File: config.mk
export PLATFORM = sky130hd
export DESIGN_NAME = sem_magnitude
export DESIGN_NICKNAME = d
export VERILOG_FILES = /design/src/rtl/core/sem_pkg.sv /design/src/rtl/core/sem_magnitude.sv
export SDC_FILE = /design/constraint.sdc
export NUM_CORES = 1
export LEC_CHECK = 0
export ABC_AREA = 1
export BUFFER_PORTS_ARGS = -buffer_cell sky130_fd_sc_hd__buf_2
export CAP_MARGIN = 20
export CORE_ASPECT_RATIO = 1.25
export CORE_UTILIZATION = 60
export DETAILED_ROUTE_END_ITERATION = 7
export PLACE_DENSITY = 0.93
export SLEW_MARGIN = 20
export SYNTH_ARGS = -nofsm -noshare
export SYNTH_HDL_FRONTEND = slang
export SYNTH_SLANG_ARGS = --single-unit
export TNS_END_PERCENT = 20
File: constraint.sdc
create_clock -name vclk -period 7.4
set_input_delay 0.74 -clock vclk [all_inputs]
set_output_delay 0.74 -clock vclk [all_outputs]
set_load 0.02 [all_outputs]
File: src/rtl/core/sem_pkg.sv
// ----------------------------------------------------------------------------
// sem_pkg: shared types and constants of the sobel edge magnitude block
// Payload structs of the three channels, register indexes, fixed field widths
// and the register clamp helpers.
// ----------------------------------------------------------------------------
`default_nettype none

package sem_pkg;

  localparam int PIX_W     = 8;
  localparam int COL_W     = 10;
  localparam int ROW_W     = 12;
  localparam int COLS_W    = 11;
  localparam int ROWS_W    = 13;
  localparam int CFG_IDX_W = 4;
  localparam int CFG_VAL_W = 16;

  localparam logic [COLS_W-1:0] COLS_RESET = 11'd640;
  localparam logic [ROWS_W-1:0] ROWS_RESET = 13'd480;
  localparam logic [COLS_W-1:0] COLS_MIN   = 11'd3;
  localparam logic [ROWS_W-1:0] ROWS_MIN   = 13'd3;
  localparam logic [ROWS_W-1:0] ROWS_MAX   = 13'd4096;

  localparam logic [CFG_IDX_W-1:0] REG_IMAGE_COLUMNS = 4'd0;
  localparam logic [CFG_IDX_W-1:0] REG_IMAGE_ROWS    = 4'd1;

  typedef struct packed {
    logic [PIX_W-1:0] pixel_value;
    logic             frame_start;
  } pix_item_t;

  typedef struct packed {
    logic [PIX_W-1:0] edge_value;
    logic [ROW_W-1:0] center_row;
    logic [COL_W-1:0] center_column;
    logic             frame_end;
  } res_item_t;

  typedef struct packed {
    logic [CFG_IDX_W-1:0] index;
    logic [CFG_VAL_W-1:0] value;
  } cfg_item_t;

  function automatic logic [COLS_W-1:0] clamp_cols(input logic [COLS_W-1:0] v,
                                                   input logic [COLS_W-1:0] hi);
    logic [COLS_W-1:0] c;
    c = v;
    if (c > hi) c = hi;
    if (c < COLS_MIN) c = COLS_MIN;
    return c;
  endfunction

  function automatic logic [ROWS_W-1:0] clamp_rows(input logic [ROWS_W-1:0] v);
    logic [ROWS_W-1:0] r;
    r = v;
    if (r > ROWS_MAX) r = ROWS_MAX;
    if (r < ROWS_MIN) r = ROWS_MIN;
    return r;
  endfunction

endpackage

`default_nettype wire

File: src/rtl/core/sem_magnitude.sv
// ----------------------------------------------------------------------------
// sem_magnitude: sobel gradient magnitude
// Vertical and horizontal 1-2-1 gradients of the 3x3 window, each clamped to
// 255, summed and clamped again.
// ----------------------------------------------------------------------------
`default_nettype none

module sem_magnitude (
  input  logic [8:0][sem_pkg::PIX_W-1:0] win,
  output logic [sem_pkg::PIX_W-1:0]      edge_value
);

  logic [9:0] top_sum, bot_sum, lef_sum, rig_sum;
  logic [9:0] gv_abs, gh_abs;
  logic [7:0] gv_sat, gh_sat;
  logic [8:0] mag_sum;

  // index r*3+c, r 0 top row, c 0 left column
  always_comb begin
    top_sum = {2'b00, win[0]} + {1'b0, win[1], 1'b0} + {2'b00, win[2]};
    bot_sum = {2'b00, win[6]} + {1'b0, win[7], 1'b0} + {2'b00, win[8]};
    lef_sum = {2'b00, win[0]} + {1'b0, win[3], 1'b0} + {2'b00, win[6]};
    rig_sum = {2'b00, win[2]} + {1'b0, win[5], 1'b0} + {2'b00, win[8]};
    gv_abs  = (top_sum > bot_sum) ? (top_sum - bot_sum) : (bot_sum - top_sum);
    gh_abs  = (lef_sum > rig_sum) ? (lef_sum - rig_sum) : (rig_sum - lef_sum);
    gv_sat  = (|gv_abs[9:8]) ? 8'hFF : gv_abs[7:0];
    gh_sat  = (|gh_abs[9:8]) ? 8'hFF : gh_abs[7:0];
    mag_sum = {1'b0, gv_sat} + {1'b0, gh_sat};
    edge_value = mag_sum[8] ? 8'hFF : mag_sum[7:0];
  end

endmodule

`default_nettype wire

# Yosys cells after proc, flatten, opt, wreduce, memory -nomap -nowiden
# Index checks and enable logic that the tools add are counted.
# totals
word_cells	22
output_inout_bits	8
ff_bits	0
in_bits	72
# op_classes
addsub	13
mux	5
n_reduce_logical	2
order_cmp	2
# ops
op	count
$add A10 B8 Y10	4
$add A8 B9 Y10	4
$sub A10 B10 Y10	4
$mux W8	3
$gt A10 B10 Y1	2
$mux W10	2
$add A8 B8 Y9	1
$reduce_or A2 Y1	2

# Longest topological paths before layout
# logic_depth
word_depth	8
depth_mapped	38

# Worst setup path after synthesis
# OpenSTA, ideal clock, no wires.
# synth_timing
kind	in2out
from	input port win[17] (netlist bit)
to	output port edge_value[2] (netlist bit)
setup_slack_ns	0.911
stages	33
t_arrival_ns	5.749
path_buffers	0
path_cell_list	inv_1 -> fa_1 -> inv_1 -> ha_1 -> fa_1 -> nand2_1 -> nand2_1 -> nand3_2 -> a21oi_1 -> or2_2 -> xor2_1 -> inv_1 -> ha_1 -> a21oi_1 -> o21ai_0 -> a21oi_1 -> nand2_4 -> nand2_8 -> nand2_2 -> nand2_4 -> nand4_1 -> ha_1 -> fa_1 -> nand2_1 -> inv_1 -> o21ai_0 -> nand2_1 -> a21oi_1 -> o21bai_1 -> nand2_1 -> nand2_1 -> a21oi_4 -> o21ai_0
# synth_between
elab_chain_cells	8
# synth_rtl
element	line	text
from (decl)	sem_magnitude.sv:9	input logic [8:0][sem_pkg::PIX_W-1:0] win,
$add A8 B9 Y10	sem_magnitude.sv:23	rig_sum = {2'b00, win[2]} + {1'b0, win[5], 1'b0} + {2'b00, win[8]};
$add A10 B8 Y10	sem_magnitude.sv:23	
$sub A10 B10 Y10 or $gt A10 B10 Y1 (tied branches)	sem_magnitude.sv:25	gh_abs = (lef_sum > rig_sum) ? (lef_sum - rig_sum) : (rig_sum - lef_sum);
$mux W10	sem_magnitude.sv:25	
$reduce_or A2 Y1	sem_magnitude.sv:27	gh_sat = (|gh_abs[9:8]) ? 8'hFF : gh_abs[7:0];
$mux W8	sem_magnitude.sv:27	
$add A8 B8 Y9 (*)	sem_magnitude.sv:28	mag_sum = {1'b0, gv_sat} + {1'b0, gh_sat};
$mux W8 (*)	sem_magnitude.sv:29	edge_value = mag_sum[8] ? 8'hFF : mag_sum[7:0];
to (decl)	sem_magnitude.sv:10	output logic [sem_pkg::PIX_W-1:0] edge_value
# Mark *: on every way between the ends. The rest lies on a longest branch, timed or not.

# Final worst setup path
# Same ends and word-level chain as after synthesis.

==> results.yml <==
finish:
  clock_buffers: 0
  fin_nets: 946
  antenna_cells_inserted: 0
  drive_gt1_share_pct: 16.82
  fillers: 643
  seq_cell_count: 0
  seq_area_um2: 0
  syn_to_final_growth_pct: 10.54
worst_setup_path:
  cp-end-kind: "primary output"
  start_kind: "input pin"
  path_buf_inv: 6
  critPathMaxFanout: 10
  cp.required_ps: 6660
  cp_common_cell: "nand2_1"
  criticalPathCategory: "input pin to primary output"
  slowest_delay_ps: 540
  critPathTopFamily: "adder cells"
  cpMaxStageDelayCell: "fa_1"
  cp.arrival_ps: 6310
floorplanning:
  dieHeight_um: 100.5
  dieArea_um2: 8114
  initial_core_util_pct: 62.50
  core_um2: 7445
  rows: 35
  ios: 80
  die_width_um: 80.77
routing:
  wl_met1_um: 4580
  wl_um: 11120
  ant_nets: 0
  drc: 0
  dr_wl_met2_um: 5784
  first_pass_iters: 5
  wl_per_cell_um: 13.13
  vias: 4496
  wl_met3_um: 430
  routed.top_layer: "met4"
  vias_per_cell: 5.308
  first_iter_violations: 179
logic_synthesis:
  yosysMostFrequentCell: "inv_1"
  synthTopCellsByArea: "ha_1, fa_1, inv_1, nand2_1, xor2_1"
  synth_compound_area_share_pct: 9.357
  syn_inst: 690
  synth_top_area_share_pct: 21.51
  synthXorXnorAreaFrac_pct: 9.223
  synth_adder_area_share_pct: 37.43
  syn_area_um2: 4653
  synth_nets: 879
  syn_avg_cell_area_um2: 6.744
  synthMuxAreaShare_pct: 0
  ys.warnings.count: 0
  synth_commonest_cells: "inv_1, nand2_1, ha_1"
  synth-seq-area-share_pct: 0
  synth-simple-area-share_pct: 29.66
  synth_top_family_by_area: "adder cells"
  synth.distinct_cells: 38
  yosys.area.top_type: "ha_1"
global_route:
  grt_max_degree: 11
  grt_usage_pct: 28.64
  overflow: 0
  grt_pass1_vias: 4563
  antenna_found_initial: 0
  grt_pass1_wl_um: 18570
run:
  cap_violations: 0
placement:
  dpl.hpwl_um: 10120
  place.gp.congestion: 0.9432
  port_buffers: 72
timing:
  hold_violations: 0
  rsz0062_at_grt: "no"
  tns_ps: 0
  drv_slew: 0
  slew_headroom_pct: 77.06
  finalSetupViolations: 0
  period_minus_slack_ps: 7046
  max_freq_ghz: 0.1419
  tightest_slew_ps: 341.9
  fin_crit_sh_pct: 95.21
worst_hold_path:
  hold_path.class: "input pin to primary output"
clocking:
  cts-hold-fix-buffers: 0
status:
  outcome: "finished, final reports clean"
## cell usage in the layout, fill, tap and decap left out, types with 3 or more instances in the layout
| cell | synthesis | routed |
|---|---|---|
| nand4_1 | 19 | 19 |
| xor2_1 | 39 | 38 |
| nand2_2 | 16 | 17 |
| nand3_1 | 51 | 51 |
| o21ai_1 | 6 | 7 |
| nand2_4 | 7 | 7 |
| a21o_1 | 3 | 3 |
| fa_1 | 37 | 36 |
| buf_2 | 2 | 72 |
| xnor2_1 | 10 | 10 |
| a21oi_1 | 42 | 40 |
| o21ai_0 | 9 | 8 |
| ha_1 | 80 | 77 |
| a21oi_2 | 2 | 4 |
| inv_1 | 157 | 157 |
| nand2_1 | 150 | 149 |
| o21bai_1 | 6 | 6 |
| nor2_1 | 21 | 18 |
## per-layer routing
layer / vias to the layer above / track usage, %
li1: 2282 / -
met1: 2047 / 32.11
met2: 139 / 56.65
met3: 28 / 1.538
met4: 0 / 8.242
met5: - / 0
## worst paths after layout
path	startpoint	endpoint	slack [ps]	depth (start not counted)
worst min-delay path	win[48]	edge_value[0]	2460	8
worst max-delay path	win[17]	edge_value[2]	350	35
## layout make-up
class,count,area (um^2),area share (%)
multi-input combinational,521,4046,78.67
tap,92,115.1,2.238
inverter,161,614.3,11.94
timing repair buffer,73,367.9,7.152
## metrics by stage
step / instances / util, % / setup WS, ps / area, um^2 / hold WS (ps)
after global placement: 846 / 68.18 / 361.5 / 5076 / 2450
after global routing: 847 / 69.09 / 4.790 / 5144 / 2520
after detailed placement: 846 / 68.18 / 163.7 / 5076 / 2457
after floorplan: 690 / - / 910.5 / 4653 / 2202
after CTS: 846 / 68.18 / 147.9 / 5076 / 2462
final: 847 / 69.09 / 354.1 / 5144 / 2463
## what timing repair did
action / in CTS / in global routing
setup buffers: 0 / 1
endpoints found under the setup margin: 0 / 8
gates resized for setup: 0 / 15
## cell families after synthesis
kind of cell	count (synthesis)
simple gates	282
buf+inv	169
fa+ha+maj	117
compound gates	73
xor+xnor	49
Power is not shown: default switching activity piles up to over one toggle a cycle in this logic, so the estimate is an artifact.
