`src/rtl/core/sem_pkg.sv`:
```
// ----------------------------------------------------------------------------
// sem_pkg: shared types and constants of the sobel edge magnitude block
// Payload structs of the three channels, register indexes, fixed field widths
// and the register clamp helpers.
// ----------------------------------------------------------------------------
`default_nettype none

package sem_pkg;

  localparam int PIX_W     = 8;
  localparam int COL_W     = 10;
  localparam int ROW_W     = 12;
  localparam int COLS_W    = 11;
  localparam int ROWS_W    = 13;
  localparam int CFG_IDX_W = 4;
  localparam int CFG_VAL_W = 16;

  localparam logic [COLS_W-1:0] COLS_RESET = 11'd640;
  localparam logic [ROWS_W-1:0] ROWS_RESET = 13'd480;
  localparam logic [COLS_W-1:0] COLS_MIN   = 11'd3;
  localparam logic [ROWS_W-1:0] ROWS_MIN   = 13'd3;
  localparam logic [ROWS_W-1:0] ROWS_MAX   = 13'd4096;

  localparam logic [CFG_IDX_W-1:0] REG_IMAGE_COLUMNS = 4'd0;
  localparam logic [CFG_IDX_W-1:0] REG_IMAGE_ROWS    = 4'd1;

  typedef struct packed {
    logic [PIX_W-1:0] pixel_value;
    logic             frame_start;
  } pix_item_t;

  typedef struct packed {
    logic [PIX_W-1:0] edge_value;
    logic [ROW_W-1:0] center_row;
    logic [COL_W-1:0] center_column;
    logic             frame_end;
  } res_item_t;

  typedef struct packed {
    logic [CFG_IDX_W-1:0] index;
    logic [CFG_VAL_W-1:0] value;
  } cfg_item_t;

  function automatic logic [COLS_W-1:0] clamp_cols(input logic [COLS_W-1:0] v,
                                                   input logic [COLS_W-1:0] hi);
    logic [COLS_W-1:0] c;
    c = v;
    if (c > hi) c = hi;
    if (c < COLS_MIN) c = COLS_MIN;
    return c;
  endfunction

  function automatic logic [ROWS_W-1:0] clamp_rows(input logic [ROWS_W-1:0] v);
    logic [ROWS_W-1:0] r;
    r = v;
    if (r > ROWS_MAX) r = ROWS_MAX;
    if (r < ROWS_MIN) r = ROWS_MIN;
    return r;
  endfunction

endpackage

`default_nettype wire

```
`src/rtl/core/sem_cell.sv`:
```
// ----------------------------------------------------------------------------
// sem_cell: one pixel cell of the window chain
// Holds one pixel and takes its right neighbor's pixel on every shift.
// ----------------------------------------------------------------------------
`default_nettype none

module sem_cell (
  input  logic                     clk,
  input  logic                     rst_n,
  input  logic                     shift,
  input  logic [sem_pkg::PIX_W-1:0] d,
  output logic [sem_pkg::PIX_W-1:0] q
);

  logic [sem_pkg::PIX_W-1:0] pix_r;

  always_ff @(posedge clk) begin
    if (!rst_n) begin
      pix_r <= '0;
    end else if (shift) begin
      pix_r <= d;
    end
  end

  assign q = pix_r;

endmodule

`default_nettype wire

```
`config.mk`:
```
export PLATFORM = sky130hd
export DESIGN_NAME = sem_cell
export DESIGN_NICKNAME = d
export VERILOG_FILES = /design/src/rtl/core/sem_pkg.sv /design/src/rtl/core/sem_cell.sv
export SDC_FILE = /design/constraint.sdc
export NUM_CORES = 1
export LEC_CHECK = 0
export ABC_AREA = 1
export BUFFER_PORTS_ARGS = -buffer_cell sky130_fd_sc_hd__buf_2
export CAP_MARGIN = 10
export CORE_AREA = 3 3 40 42
export DETAILED_ROUTE_END_ITERATION = 12
export DIE_AREA = 0 0 43 45
export PLACE_DENSITY = 0.59
export SLEW_MARGIN = 20
export SYNTH_ARGS = -nofsm -noshare
export SYNTH_HDL_FRONTEND = slang
export SYNTH_SLANG_ARGS = --single-unit
```
`constraint.sdc`:
```
create_clock -name clk -period 0.8 [get_ports clk]
set_input_delay 0.08 -clock clk [delete_from_list [all_inputs] [get_ports clk]]
set_output_delay 0.08 -clock clk [all_outputs]
set_load 0.005 [all_outputs]
```
**Word-level counts from Yosys, hierarchy flattened**

Cells that the tools add are included.

- Flip-flop bits (word level): 8
- Input port bits: 11
- Output and inout port bits: 8
- Logic and storage cells: 1

**Logic depth before layout (Yosys ltp)**

Gate-level depths: netlist of the first run.

- Depth after elaboration: 0
- Gate-level depth with buffers: 5
- Gate-level depth less buffers: 4

**Worst setup path after synthesis of the first run**

Ideal clock, no wire load.

- Path type: input -> register
- Start: input shift
- End: register pix_r (netlist bit q[0])
- Setup time: 0.113 ns
- Arrival: 0.443 ns
- Data required time: 0.687 ns
- Path slack: 0.244 ns
- Stages: 4
- Buffers on the path: 2
- Cell sequence: buf_6 -> buf_8 -> nor2_1 -> nor2_1

RTL lines:

| element | RTL line | text |
|---|---|---|
| start, declared | sem_cell.sv:10 | `input logic shift,` |
| end signal, assigned | sem_cell.sv:19 | `pix_r <= '0;` |
| end signal, assigned | sem_cell.sv:21 | `pix_r <= d;` |
| end, declared | sem_cell.sv:15 | `logic [sem_pkg::PIX_W-1:0] pix_r;` |

**Final worst setup path of the first run**

- Start: register pix_r (netlist bit q[1])
- End: output q[1] (netlist bit)

RTL lines:

| element | RTL line | text |
|---|---|---|
| end, declared | sem_cell.sv:12 | `output logic [sem_pkg::PIX_W-1:0] q` |

No word-level cell between the ends.

==> results of run 1 <==
layout by cell type (no fill, tap or decap):
cell | synthesis | final
buf_2 | 0 | 18
nor2_1 | 16 | 16
nand2_1 | 14 | 14
inv_1 | 8 | 8
dfxtp_1 | 8 | 5
clkbuf_4 | 0 | 3
dfxtp_2 | 0 | 3
nand2_2 | 2 | 2
cell families (layout without fill, tap and decap cells):
logic type / after synthesis / after routing / share of synthesized area
and+or+nand+nor: 32 / 32 / 0.3509
DFF: 8 / 8 / 0.4491
buffers and inverters: 11 / 29 / 0.2000
per-stage QoR:
stage	worst slack (ps)	std cells
floorplan	243.9	51
global placement	169.0	81
detailed placement	151.2	81
CTS	6.520	84
global route	4.412	84
finish	32.13	84
cells in the mapped netlist:
library cell  number
nand2_2            2
dfxtp_1            8
buf_6              1
buf_8              2
nor2_1            16
nand2_1           14
inv_1              8
final timing paths:
path / from / end / slack, ps / cells after the start
min reg2reg: q[7]$_SDFFE_PN0P_ / q[7]$_SDFFE_PN0P_ / 470 / 2
min: d[2] / q[2]$_SDFFE_PN0P_ / 110 / 5
max: q[1]$_SDFFE_PN0P_ / q[1] / 30 / 1
max reg2reg: q[5]$_SDFFE_PN0P_ / q[5]$_SDFFE_PN0P_ / 250 / 2
per-layer routing:
metal  wire [um]  up-vias
li1            -      181
met1         344      118
met2         227       17
met3          95        0
met4           0        0
met5           0        -
area by class of cell:
class                   count  area [um^2]
clock buffers               3        22.52
multi-input cells          32        125.1
flip-flops and latches      8        163.9
repair buffers             18        90.09
fillers                   156        834.6
inverters                   8        30.03
well taps                  15        18.77
what timing repair did:
action | in CTS | in global routing
hold buffers | 0 | 0
endpoints found under the setup margin | 0 | 3
gates resized for setup | 0 | 3
report_power, final:
part	switching [mW]	internal, mW
combinational	0.0626	0.0591
sequential	0.0128	0.429
clock	0.130	0.171
==> impl_results.md, run 1 <==
- Result of the run: complete, no violations
- RePlAce Congestion: about 0.66
- Crit path kind: register to primary output
- Slew HR: 0.8142
- Cell taking the most area after synthesis: dfxtp_1
- VDD IR-drop max: between 0.8 and 0.9 mV
- H-tree Lvls: 1
- Setup TNS: 0 ps
- GRT Total Usage: 0.07596
- Placed cell area: around 420 um^2
- Floorplan die height: 45 um
- Worst path slowest cell: dfxtp_2
- 1st-pass router iterations: 4
- Clock sinks: 8
- Worst Path Required: 720 ps
- Proportion of layout cells with a drive suffix above 1: 0.3768
- Largest net degree at the start of global routing: 17
- Global-route wire length before repair: 1.014 mm
- I/O pin cnt: 19
- DR DRC count: 0
- Finish-stage setup viols: 0
- Crit path max fanout: 2
- Starting DRT DRC Count: 2
- Root buf cell: clkbuf_4
- Fin crit share: 0.9598
- Hold Crit Class: input port to register
- Max reg flops: 8
- Antenna Cells: 0
- Vias/cell: 3.762
- Busiest layer in global routing: met1
- GRT met2 Usage: 0.07485
- Actual slew at the worst max-slew pin: 278.7 ps
- Max_cap viols: 0
- DP Wirelength: 505.8 um
- Initial antenna violation count: 0
- Mapped Cells: 51
- Num rows: 13
- Crit. End Element: primary output
- Vias in the first global route: 222
- RSZ-0062 raised after global routing: false
- Cell area after layout: 450.4 um^2
- Synthesis warning total: 0
- Worst EP arrival: 690 ps
- Pleak: about 0.28 nW
- Total grt overflow: 0
- Slew Viols, Final: 0
- Post-synth top area share: 0.4491
- Setup Buffers After CTS: 0
- Final net count: 82
- Largest stage delay on the critical path: between 300 and 400 ps
- WP buf/inv: 1
- Vias post-DR: 316
- Worst Skew: 0 ps
- Clock Pin Slew Worst Setup and Hold Paths: about 50 ps
- CTS buffer count: 3
- Clk buf depth: 2
- Final core occ: 0.3505
- Register area share after synthesis: 0.4491
- Synth Net Count: 62
- Avg Cell Area, Syn: 6.992 um^2
- Core box area: 1285 um^2
- Critical Path, Cell by Cell: buf_2
- Mapped cell area: 356.6 um^2
- Final ANT Viol Nets: 0
- FF+latch count, synth: 8
- Final min period: 767.9 ps
- Met1 Usage GRT: 0.1068
- Die W: between 40 and 50 um
- Netlist cell types: 7
- Hold Vio Cnt, Final: 0
- # port buffers: 18
- Layout overhead on the synthesized area: 26.32%
- Max Fclk: 1302 MHz
- Main area contributors after synthesis: dfxtp_1 (45%), nor2_1 (17%), nand2_1 (15%)
- Worst hold margin: 114.5 ps
- Crit path max-delay family: flip-flops
- Total power: 0.8648 mW
- CTS tree: yes
- Crit path launch type: register
- DR WL/cell: 7.929 um
- Latest clock arrival within the worst-skew pair: approximately 250 ps
- Routed WL: around 670 um
- Power per cell area: about 1900 nW/um^2
- Die ar.: approximately 1900 um^2
- Global Route met3 Usage: 0.03984
- Starting density of the core: 0.2775
No activity file was read; power rests on OpenSTA's default activity.
==> run 2, diff against run 1 <==
--- a/config.mk
+++ b/config.mk
@@ -11,7 +11,7 @@
 export CORE_AREA = 3 3 40 42
 export DETAILED_ROUTE_END_ITERATION = 12
 export DIE_AREA = 0 0 43 45
-export PLACE_DENSITY = 0.59
+export PLACE_DENSITY = 0.57
 export SLEW_MARGIN = 20
 export SYNTH_ARGS = -nofsm -noshare
 export SYNTH_HDL_FRONTEND = slang
==> constraint.sdc (replaced) <==
create_clock -name clk -period 0.85 [get_ports clk]
set_input_delay 0.085 -clock clk [delete_from_list [all_inputs] [get_ports clk]]
set_output_delay 0.085 -clock clk [all_outputs]
set_load 0.005 [all_outputs]
==> run 2 against run 1 <==
  * Wire length increased by 1.4%
  * Power decreased by 7.0%
  * Global-route usage increased by 0.19 points
  * Clock-buffer cell count unchanged
  * Sequential cell count unchanged
  * Largest cell class unchanged
  * Highest routed layer is now met4
==> impl_results.md, run 2 (synthesis results as in run 1) <==
- Layout overhead on the synthesized area: 25.26%
- Num rows: 13 (unchanged)
- Slew Viols, Final: 0 (unchanged)
- Hold Path Depth: 5 (unchanged)
- Power Internal: 0.6184 mW (-6.2%)
- Vias in the first global route: 245 (+10%)
- Setup TNS: 0 ps (unchanged)
- DR DRC count: 0 (unchanged)
- Finish-stage setup viols: 0 (unchanged)
- Vias/cell: 3.893 (+3.5%)
- Initial antenna violation count: 0 (unchanged)
- Largest net degree at the start of global routing: 17 (unchanged)
- Max_cap viols: 0 (unchanged)
- Pleak: 0.2761 nW (-0.31%)
- CTS buffer count: 3 (unchanged)
- CTS tree: yes
- Final ANT Viol Nets: 0 (unchanged)
- Final min period: 771.6 ps
- Combinational fraction of design power: 0.143 (+0.002)
- Total power: 0.8043 mW (-7.0%)
- Clock power frac: 0.342 (-0.006)
- # port buffers: 18 (unchanged)
- Largest stage delay on the critical path: 330 ps (about the same)
- Crit path max fanout: 2 (unchanged)
- Die W: 43 um (unchanged)
- Critical Path, Cell by Cell: buf_2
- Clock sinks: 8 (unchanged)
- Max Fclk: 1296 MHz
- Starting DRT DRC Count: 3 (+1)
- Max reg flops: 8 (unchanged)
- Dpl ws: 188.2 ps (+37.04 ps)
- Total grt overflow: 0 (unchanged)
- Slew HR: 0.8111 (-0.003149)
- Hold Crit Class: input port to register
- Crit path launch type: register
- DP Wirelength: 518.9 um (+2.6%)
- Worst path slowest cell: dfxtp_1
- GRT Total Usage: 0.07782 (+0.001864)
- Setup Buffers After CTS: 0 (unchanged)
- Clock Pin Slew Worst Setup and Hold Paths: 50 ps (about the same)
- WP buf/inv: 1 (unchanged)
- Starting density of the core: 0.2775 (unchanged)
- Power per cell area: 1801 nW/um^2 (-6.2%)
- Result of the run: complete, no violations
- Actual slew at the worst max-slew pin: 283.4 ps (+4.723 ps)
- Sw Share: 0.2311 (-0.006436)
- Antenna Cells: 0 (unchanged)
- Cell area after layout: 446.7 um^2 (-0.83%)
- Sequential cell fraction of total power: 0.515 (+0.004)
- Worst EP arrival: 690 ps (about the same)
- Latest clock arrival within the worst-skew pair: 250 ps (about the same)
- Commonest cells after routing, fill and taps aside: buf_2 (18), nor2_1 (16), nand2_1 (14), inv_1 (8), dfxtp_1 (8)
- VDD IR-drop max: 0.6724 mV (-18%)
- Worst hold margin: 124.0 ps (+9.504 ps)
- Crit path max-delay family: flip-flops
- RSZ-0062 raised after global routing: false
- Setup ws final: 78.44 ps (+46.31 ps)
- Worst Skew: 0 ps (unchanged)
- I/O pin cnt: 19 (unchanged)
- Floorplan die height: 45 um (unchanged)
- Commonest non-fill, non-tap cell in the layout: buf_2
- Proportion of layout cells with a drive suffix above 1: 0.3333 (-0.04348)
- Worst Path Required: 760 ps (+40 ps)
- Final net count: 82 (unchanged)
- Fill count: 156 (unchanged)
- DR WL/cell: 8.036 um (+1.4%)
- 1st-pass router iterations: 3 (-1)
- WP depth: 1 (unchanged)
- Die ar.: 1935 um^2 (unchanged)
- Post-CTS sizing: 0 (unchanged)
- RePlAce Congestion: 0.6520 (-1.8%)
- Hold Vio Cnt, Final: 0 (unchanged)
- H-tree Lvls: 1 (unchanged)
- Routed WL: 675 um (+1.4%)
- CTS Hold Bufs: 0 (unchanged)
- Psw: 0.1859 mW (-9.5%)
- Fin crit share: 0.9077
- Crit. End Element: primary output
- Crit path kind: register to primary output
- Clk buf depth: 2 (unchanged)
- Worst R2R Path Depth: 2 (unchanged)
- Root buf cell: clkbuf_4
- Core box area: 1285 um^2 (unchanged)
- Vias post-DR: 327 (+3.5%)
- Global-route wire length before repair: 1.028 mm (+1.4%)
- Placed cell area: 424.2 um^2 (unchanged)
==> run 2: through the flow <==
stage / std cells / util
floorplan: 51 / -
global placement: 81 / 0.3301
detailed placement: 81 / 0.3301
CTS: 84 / 0.3476
global route: 84 / 0.3476
finish: 84 / 0.3476
==> run 2: path summary, 6_finish.rpt <==
check / from / to / slack, ps
hold / removal: d[0] / q[0]$_SDFFE_PN0P_ / 120
hold reg to reg: q[1]$_SDFFE_PN0P_ / q[1]$_SDFFE_PN0P_ / 470
setup / recovery: q[3]$_SDFFE_PN0P_ / q[3] / 80
setup reg to reg: q[5]$_SDFFE_PN0P_ / q[5]$_SDFFE_PN0P_ / 300
==> run 2: routing by layer <==
layer	part of all wire	track usage	vias up
met4	0.012	0.05422	0
li1	-	-	179
met1	0.45	0.08313	130
met2	0.38	0.09581	16
met3	0.16	0.07171	2
met5	0	0	-
==> run 2: power by group through the flow <==
stage | clock (mW) | combinational (mW) | sequential (mW)
2_1_floorplan | 0 | 0.0766 | 0.425
3_3_place_gp | 0 | 0.114 | 0.422
3_5_place_dp | 0 | 0.117 | 0.422
4_1_cts | 0.295 | 0.117 | 0.414
5_1_grt | 0.313 | 0.133 | 0.416
6_report | 0.275 | 0.115 | 0.414
==> run 2: cell type report <==
class / instances / area, um^2 / share of cell area
Multi-Input combinational cell: 32 / 125.1 / 0.2801
Tap cell: 15 / 18.77 / 0.04202
Sequential cell: 8 / 160.2 / 0.3585
Clock buffer: 3 / 22.52 / 0.05042
Inverter: 8 / 30.03 / 0.06723
Timing Repair Buffer: 18 / 90.09 / 0.2017
